**config.mk**
```make
export PLATFORM = sky130hd
export DESIGN_NAME = phbf_cfg_regs
export DESIGN_NICKNAME = d
export VERILOG_FILES = /design/src/sv/phbf_pkg.sv /design/src/sv/phbf_cfg_regs.sv
export SDC_FILE = /design/constraint.sdc
export NUM_CORES = 1
export LEC_CHECK = 0
export BUFFER_PORTS_ARGS = -buffer_cell sky130_fd_sc_hd__buf_2
export CAP_MARGIN = 10
export CELL_PAD_IN_SITES_DETAIL_PLACEMENT = 1
export CELL_PAD_IN_SITES_GLOBAL_PLACEMENT = 1
export CORE_ASPECT_RATIO = 0.9
export CORE_MARGIN = 1
export CORE_UTILIZATION = 38
export DETAILED_ROUTE_END_ITERATION = 10
export PLACE_DENSITY_LB_ADDON = 0.1
export SLEW_MARGIN = 20
export SYNTH_ARGS = -nofsm -noshare
export SYNTH_HDL_FRONTEND = slang
export SYNTH_SLANG_ARGS = --single-unit
```
**constraint.sdc**
```tcl
create_clock -name clk -period 3 [get_ports clk]
set_clock_uncertainty 0.05 [all_clocks]
set_input_delay 0.15 -clock clk [delete_from_list [all_inputs] [get_ports clk]]
set_output_delay 0.15 -clock clk [all_outputs]
set_load 0.05 [all_outputs]
```
**src/sv/phbf_pkg.sv**
```systemverilog
package phbf_pkg;

  // Default parameter values
  localparam int COORD_BITS_DEF    = 24;
  localparam int ROT_FRAC_BITS_DEF = 14;

  // Fixed field widths
  localparam int ROT_ENTRY_BITS = 16;
  localparam int ROW_BITS       = 3 * ROT_ENTRY_BITS;
  localparam int REG_COORD_BITS = 24;
  localparam int RANGE_BITS     = 23;
  localparam int INTENSITY_BITS = 32;
  localparam int CFG_DATA_BITS  = ROW_BITS;
  localparam int CFG_INDEX_BITS = 3;
  localparam int CLASS_BITS     = 2;

  // Register indexes
  typedef enum logic [CFG_INDEX_BITS-1:0] {
    REG_ROT_ROW_X  = 3'd0,
    REG_ROT_ROW_Y  = 3'd1,
    REG_ROT_ROW_Z  = 3'd2,
    REG_LIFT_Z     = 3'd3,
    REG_RANGE      = 3'd4,
    REG_FLOOR      = 3'd5,
    REG_CEILING    = 3'd6,
    REG_PLANAR     = 3'd7
  } phbf_reg_e;

  // Evidence classes
  typedef enum logic [CLASS_BITS-1:0] {
    CLS_OUTSIDE = 2'd0,
    CLS_ABOVE   = 2'd1,
    CLS_FREE    = 2'd2,
    CLS_HIT     = 2'd3
  } phbf_class_e;

  // Register reset values
  localparam logic [ROW_BITS-1:0]       ROT_ROW_X_RST = 48'h0000_0000_4000;
  localparam logic [ROW_BITS-1:0]       ROT_ROW_Y_RST = 48'h0000_4000_0000;
  localparam logic [ROW_BITS-1:0]       ROT_ROW_Z_RST = 48'h4000_0000_0000;
  localparam logic [REG_COORD_BITS-1:0] LIFT_Z_RST    = 24'd0;
  localparam logic [RANGE_BITS-1:0]     RANGE_RST     = 23'd10240;
  localparam logic [REG_COORD_BITS-1:0] FLOOR_RST     = 24'd0;
  localparam logic [REG_COORD_BITS-1:0] CEILING_RST   = 24'd2048;

  // Configuration register set
  typedef struct packed {
    logic [ROW_BITS-1:0]              rot_row_x;
    logic [ROW_BITS-1:0]              rot_row_y;
    logic [ROW_BITS-1:0]              rot_row_z;
    logic signed [REG_COORD_BITS-1:0] lift_z;
    logic [RANGE_BITS-1:0]            range_limit;
    logic signed [REG_COORD_BITS-1:0] band_floor;
    logic signed [REG_COORD_BITS-1:0] band_ceiling;
    logic                             planar_only;
  } phbf_cfg_t;

endpackage

```
**src/sv/phbf_cfg_regs.sv**
```systemverilog
module phbf_cfg_regs (
  input  logic                                  clk,
  input  logic                                  rst,
  input  logic                                  we,
  input  logic [phbf_pkg::CFG_INDEX_BITS-1:0]   index,
  input  logic [phbf_pkg::CFG_DATA_BITS-1:0]    data,
  output phbf_pkg::phbf_cfg_t                   cfg,
  output logic                                  cfg_error
);

  phbf_pkg::phbf_cfg_t regs;

  // Register file, truncated to each register's width
  always_ff @(posedge clk) begin
    if (rst) begin
      regs.rot_row_x    <= phbf_pkg::ROT_ROW_X_RST;
      regs.rot_row_y    <= phbf_pkg::ROT_ROW_Y_RST;
      regs.rot_row_z    <= phbf_pkg::ROT_ROW_Z_RST;
      regs.lift_z       <= phbf_pkg::LIFT_Z_RST;
      regs.range_limit  <= phbf_pkg::RANGE_RST;
      regs.band_floor   <= phbf_pkg::FLOOR_RST;
      regs.band_ceiling <= phbf_pkg::CEILING_RST;
      regs.planar_only  <= 1'b1;
    end else if (we) begin
      unique case (phbf_pkg::phbf_reg_e'(index))
        phbf_pkg::REG_ROT_ROW_X: regs.rot_row_x    <= data;
        phbf_pkg::REG_ROT_ROW_Y: regs.rot_row_y    <= data;
        phbf_pkg::REG_ROT_ROW_Z: regs.rot_row_z    <= data;
        phbf_pkg::REG_LIFT_Z:    regs.lift_z       <= data[phbf_pkg::REG_COORD_BITS-1:0];
        phbf_pkg::REG_RANGE:     regs.range_limit  <= data[phbf_pkg::RANGE_BITS-1:0];
        phbf_pkg::REG_FLOOR:     regs.band_floor   <= data[phbf_pkg::REG_COORD_BITS-1:0];
        phbf_pkg::REG_CEILING:   regs.band_ceiling <= data[phbf_pkg::REG_COORD_BITS-1:0];
        phbf_pkg::REG_PLANAR:    regs.planar_only  <= data[0];
        default: ;
      endcase
    end
  end

  assign cfg = regs;

  // Negative floor, floor not below ceiling, or zero range
  assign cfg_error = regs.band_floor[phbf_pkg::REG_COORD_BITS-1]
                  || (regs.band_floor >= regs.band_ceiling)
                  || (regs.range_limit == '0);

endmodule

```
==> impl_metrics.yaml, run 1 <==
place:
  io_buffers: 294
  placed_area_um2: 10600
  dp.cells: 1683
  dp_hpwl_mm: 21.1
  globalplace.congestion: 0.815
flow_run:
  maxCapViolCount: 0
worst_setup_path:
  worst-path-max-fanout: 3
  crit_type: "reg -> out"
  cp-start-kind: "flip-flop"
  cp.arrival_ps: 2670
  crit_path_end_kind: "output port"
  required_ps: 2800
power_and_ir_drop:
  p_leak_nw: 5.16
  vdd_drop_max_v: 0.000404
  power.density_nw_per_um2: 617
grt:
  antenna_found_initial: 2
  grt_first_pass_wirelength_mm: 50.3
  grt_max_degree: 107
  grtUsageTotal: 0.265
  grt_pass1_vias: 9118
  grt-ovfl-total: 0
synth:
  async_flop_share: 0
  synth_area_per_cell_um2: 7.76
  synth-seq-cells: 240
  postSynthCellCount: 1157
  syn-cell-area_um2: 8970
  yosysWarnings: 0
  ys_seq_area_frac: 0.535
  synth_top_area_share: 0.535
  synth.largest_area_cell: "dfxtp_1"
  ys.flop_type: "dfxtp_1"
  synth_edf_count: 0
  synth_cell_type_count: 29
  syn_nets: 1235
  synth.area.top_cells: "dfxtp_1, nand2_1, a21oi_1"
drt:
  drtIter0Drc: 486
  drc: 0
  vias: 8952
  ant_nets: 0
  via_per_inst: 5.03
  drt_pre_antenna_iters: 4
  routedWlPerCell_um: 18.2
  totalWireLength_mm: 32.4
floorplanning:
  ioPinCount: 295
  dieArea_um2: 24200
  die_w_um: 164
  initial_core_util: 0.393
  core_area_um2: 22800
  placementRows: 52
  die_y_um: 148
final_layout:
  fin_cells: 1781
  largest_reg_flops: 240
  syn_to_final_growth_pct: 34.2
  final_area_um2: 12000
  drive_gt1_frac: 0.241
  fin_nets: 1542
status:
  status: "finished clean"
timing:
  hold_violations: 0
  slew_headroom: 0.307
  fmax_mhz: 348
  fin_setup_tns_ps: 0
  slew_viol_final: 0
  period_needed_ps: 2870
  setup_viol: 0
  post-route-period-util: 0.958
  holdWs_ps: 34.6
  tightest_slew_ps: 1040
  rsz0062_at_grt: "no"
cts:
  cts_tree: "done"
  htree_levels: 1
  clk_latency_ps: 520
  clock_path_buffers: 3
  clk_pin_slew_ps: 60
  clock_sinks: 240
  numCtsBuffers: 26
  root_buffer: "clkbuf_16"
hold_path:
  hp-class: "in -> reg"
where the power goes:
part           leakage, nW  switching (mW)  internal [mW]
clock                0.436            1.30           2.04
sequential            1.94          0.0390           3.26
combinational         2.78           0.580          0.206
total                 5.16            1.92           5.51
cells in the mapped netlist (2+ instances only):
library cell and instances:
nor2b_1 3, dfxtp_1 240, nand3b_1 6, inv_1 25, o21ai_0 3, o211ai_1 2, nor2_2 2, nand4_1 6
buf_4 9, nor2_1 9, nor3_2 2, a21oi_1 242, nor4_1 6, nand2b_1 3, buf_2 29, nand3_1 7
nand2_1 490, clkbuf_1 39, ha_1 24
layout make-up:
cell class | count | area (um^2)
antenna | 2 | 5.00
inverter | 25 | 93.8
sequential | 240 | 4800
clock buffer | 38 | 777
timing repair buffer | 356 | 2110
multi-input combinational | 815 | 3760
tap | 297 | 372
fill | 2869 | 10800
clock inverter | 8 | 120
final timing paths:
kind,startpoint,endpoint,slack (ps),depth (start not counted)
max,cfg[2],cfg_error,130,9
min,index[1],cfg[0],30,3
max reg2reg,cfg[64],cfg[64],2230,2
min reg2reg,cfg[205],cfg[205],400,2
cell families after synthesis:
logic type	count (synthesis)	share of synthesized area
buffers and inverters	102	0.0505
AO/OA/AOI/OAI	253	0.144
adder cells (fa/ha/maj)	24	0.0335
AND/OR/NAND/NOR	538	0.237
flip-flops	240	0.535
critical path, cell delays in order, from the launching register on:
cell	delay, ps
dfxtp_1	340
inv_1	50
ha_1	310
nor2b_1	140
o211ai_1	150
a21oi_1	110
o311a_1	380
or3_1	320
nand3_1	90
buf_2	260
cell usage in the layout, fill, tap and decap left out, types with 2 or more instances in the layout:
master / count
nand2_4: 2
o21ai_0: 3
buf_4: 9
inv_1: 25
clkbuf_16: 27
ha_1: 24
nand3_1: 7
nand2_1: 487
nor2_4: 2
nor2_2: 2
nand4_1: 6
clkinv_2: 3
nand3b_1: 6
dlygate4sd3_1: 50
clkbuf_1: 5
bufinv_16: 3
nor2b_1: 3
buf_12: 3
dfxtp_1: 240
nand2b_1: 3
a21oi_1: 242
nor4_1: 5
o211ai_1: 2
diode_2: 2
clkbuf_8: 7
buf_2: 293
nor2_1: 7
clkinvlp_4: 2
metal layers:
layer,wire [um],vias to the layer above,global-route usage
li1,-,4365,-
met1,14100,4261,0.335
met2,14900,273,0.440
met3,2520,53,0.0715
met4,852,0,0.0745
met5,0,-,0
stage by stage:
| step | worst slack (ps) | utilization | power [mW] |
|---|---|---|---|
| floorplan | 441 | - | 3.84 |
| finish | 126 | 0.527 | 7.42 |
| global route | 0.0737 | 0.527 | 7.68 |
| global placement | 529 | 0.465 | 4.09 |
| CTS | 102 | 0.527 | 7.49 |
| detailed placement | 502 | 0.465 | 4.10 |
what timing repair did:
action                                  4_1_cts  5_1_grt
hold endpoints to repair                    240        0
hold buffers                                 50        0
buffers inserted                              0        0
endpoints found under the setup margin        1        0
resized for setup                             1        0
Power figures use the tool's default switching activity.
==> run 2: changes to the inputs <==
GPL_TIMING_DRIVEN = 0   (was unset)
==> run 2 against run 1 <==
  * Routed wire length increased by 7.6%
  * Worst hold slack improved by 200 ps
  * Setup slack lost 22 ps
  * Final area grew 2.4%
  * Register-to-register slack worse by 30 ps
  * Combinational power is 4.6% higher
  * Largest cell class unchanged
  * Highest routed layer unchanged
==> impl_metrics.yaml, run 2 (synthesis gave the netlist of run 1 again) <==
status:
  status: "finished clean"
grt:
  grt_first_pass_wirelength_mm: 52.7
  antenna_found_initial: 0
  grt-ovfl-total: 0
  grtUsageTotal: 0.282
  grt_pass1_vias: 9352
  grt_max_degree: 14
timing:
  period_needed_ps: 2900
  rsz0062_at_grt: "no"
  worst_slack_ps: 104
  fmax_mhz: 345
  holdWs_ps: 234
  tightest_slew_ps: 682
  setup_viol: 0
  post-route-period-util: 0.965
  slew_viol_final: 0
  fin_setup_tns_ps: 0
  slew_headroom: 0.546
  hold_violations: 0
place:
  dpl_worst_slack_ps: 472
  dp_hpwl_mm: 25.1
  globalplace.congestion: 0.830
  io_buffers: 290
drt:
  drt_pre_antenna_iters: 5
  totalWireLength_mm: 34.8
  ant_nets: 0
  vias: 9361
  drtIter0Drc: 460
  drc: 0
  via_per_inst: 5.07
  routedWlPerCell_um: 18.9
final_layout:
  fin_nets: 1606
  drive_gt1_frac: 0.246
  fillers: 2935
  syn_to_final_growth_pct: 37.4
  antenna_cells: 0
  largest_reg_flops: 240
  mostFrequentLayoutCells: "nand2_1, buf_2, a21oi_1, dfxtp_1, dlygate4sd3_1"
  layout_commonest_cell: "nand2_1"
  multiInputGateArea_um2: 3730
  regArea_um2: 4810
worst_setup_path:
  cp.arrival_ps: 2700
  cp-start-kind: "flip-flop"
  worstPathCellList: "inv_1 -> ha_1 -> nand4_1 -> nor4_2 -> o311a_1 -> or3_1 -> nand3_1 -> buf_6"
  crit_type: "reg -> out"
  crit_path_end_kind: "output port"
  cp_num_buf_inv: 2
  slowest_stage: "nor4_2"
  max_stage_delay_ps: 430
  worst-path-max-fanout: 4
  critPathTopFamily: "simple AND/OR/NAND/NOR gates"
  required_ps: 2800
floorplanning:
  initial_core_util: 0.393
  ioPinCount: 295
  die_y_um: 148
  placementRows: 52
  die_w_um: 164
  core_area_um2: 22800
  dieArea_um2: 24200
flow_run:
  maxCapViolCount: 0
cts:
  clk_pin_slew_ps: 60
  clock_path_buffers: 3
  cts_tree: "done"
  htree_levels: 1
  root_buffer: "clkbuf_16"
  numCtsBuffers: 27
  clk_latency_ps: 530
  clock_sinks: 240
hold_path:
  hp-class: "in -> reg"
power_and_ir_drop:
  p_leak_nw: 5.32
  vdd_drop_max_v: 0.000470
  power.density_nw_per_um2: 631
==> run 2: changes by cell type in the layout (fill, tap and decap cells not counted), moves of 3 or more <==
| cell | delta |
|---|---|
| clkbuf_1 | +38 |
| buf_2 | +25 |
| nand2_1 | +3 |
| bufinv_16 | +3 |
| buf_12 | -3 |
==> run 2: tightest hold or removal path: stages <==
cell	delay, ps
clkbuf_1	170
clkbuf_1	290
a21oi_1	170
==> run 2: final cells by class <==
type / instances / area share
Sequential cell: 240 / 0.390
Tap cell: 297 / 0.0301
Clock inverter: 12 / 0.0173
Inverter: 25 / 0.00761
Buffer: 77 / 0.0291
Clock buffer: 37 / 0.0627
Multi-Input combinational cell: 815 / 0.303
Timing Repair Buffer: 342 / 0.160
==> run 2: metal layers <==
layer | vias up | share of wire | global-route usage
li1 | 4492 | - | -
met1 | 4535 | 0.46 | 0.384
met2 | 276 | 0.45 | 0.443
met3 | 58 | 0.065 | 0.0662
met4 | 0 | 0.028 | 0.0801
met5 | - | 0 | 0
==> run 2: timing repair <==
item | 4_1_cts | 5_1_grt
buffers inserted | 0 | 0
endpoints found under the hold margin | 240 | 0
hold buffers | 52 | 0
gates resized for setup | 1 | 6
setup endpoints to repair | 1 | 1
==> run 2: worst paths after layout <==
kind	from	end	slack, ps	cells after the start
setup / recovery	cfg[24]	cfg_error	100	8
hold / removal	rst	cfg[194]	230	3
setup reg to reg	cfg[58]	cfg[58]	2200	2
hold reg to reg	cfg[215]	cfg[215]	400	2
==> run 2: report_power, final <==
group / internal (mW) / switching [mW] / leakage [nW]
registers: 3.26 / 0.0442 / 1.94
logic: 0.219 / 0.604 / 2.89
clock network: 2.31 / 1.35 / 0.485
==> run 2: metrics by stage <==
stage          utilization  power (mW)  instances  area (um^2)
3_3_place_gp         0.473        4.11       1744        10800
3_5_place_dp         0.473        4.12       1744        10800
2_1_floorplan            -        3.84       1157         8970
6_report             0.540        7.78       1845        12300
4_1_cts              0.539        7.83       1845        12300
5_1_grt              0.540        8.03       1845        12300
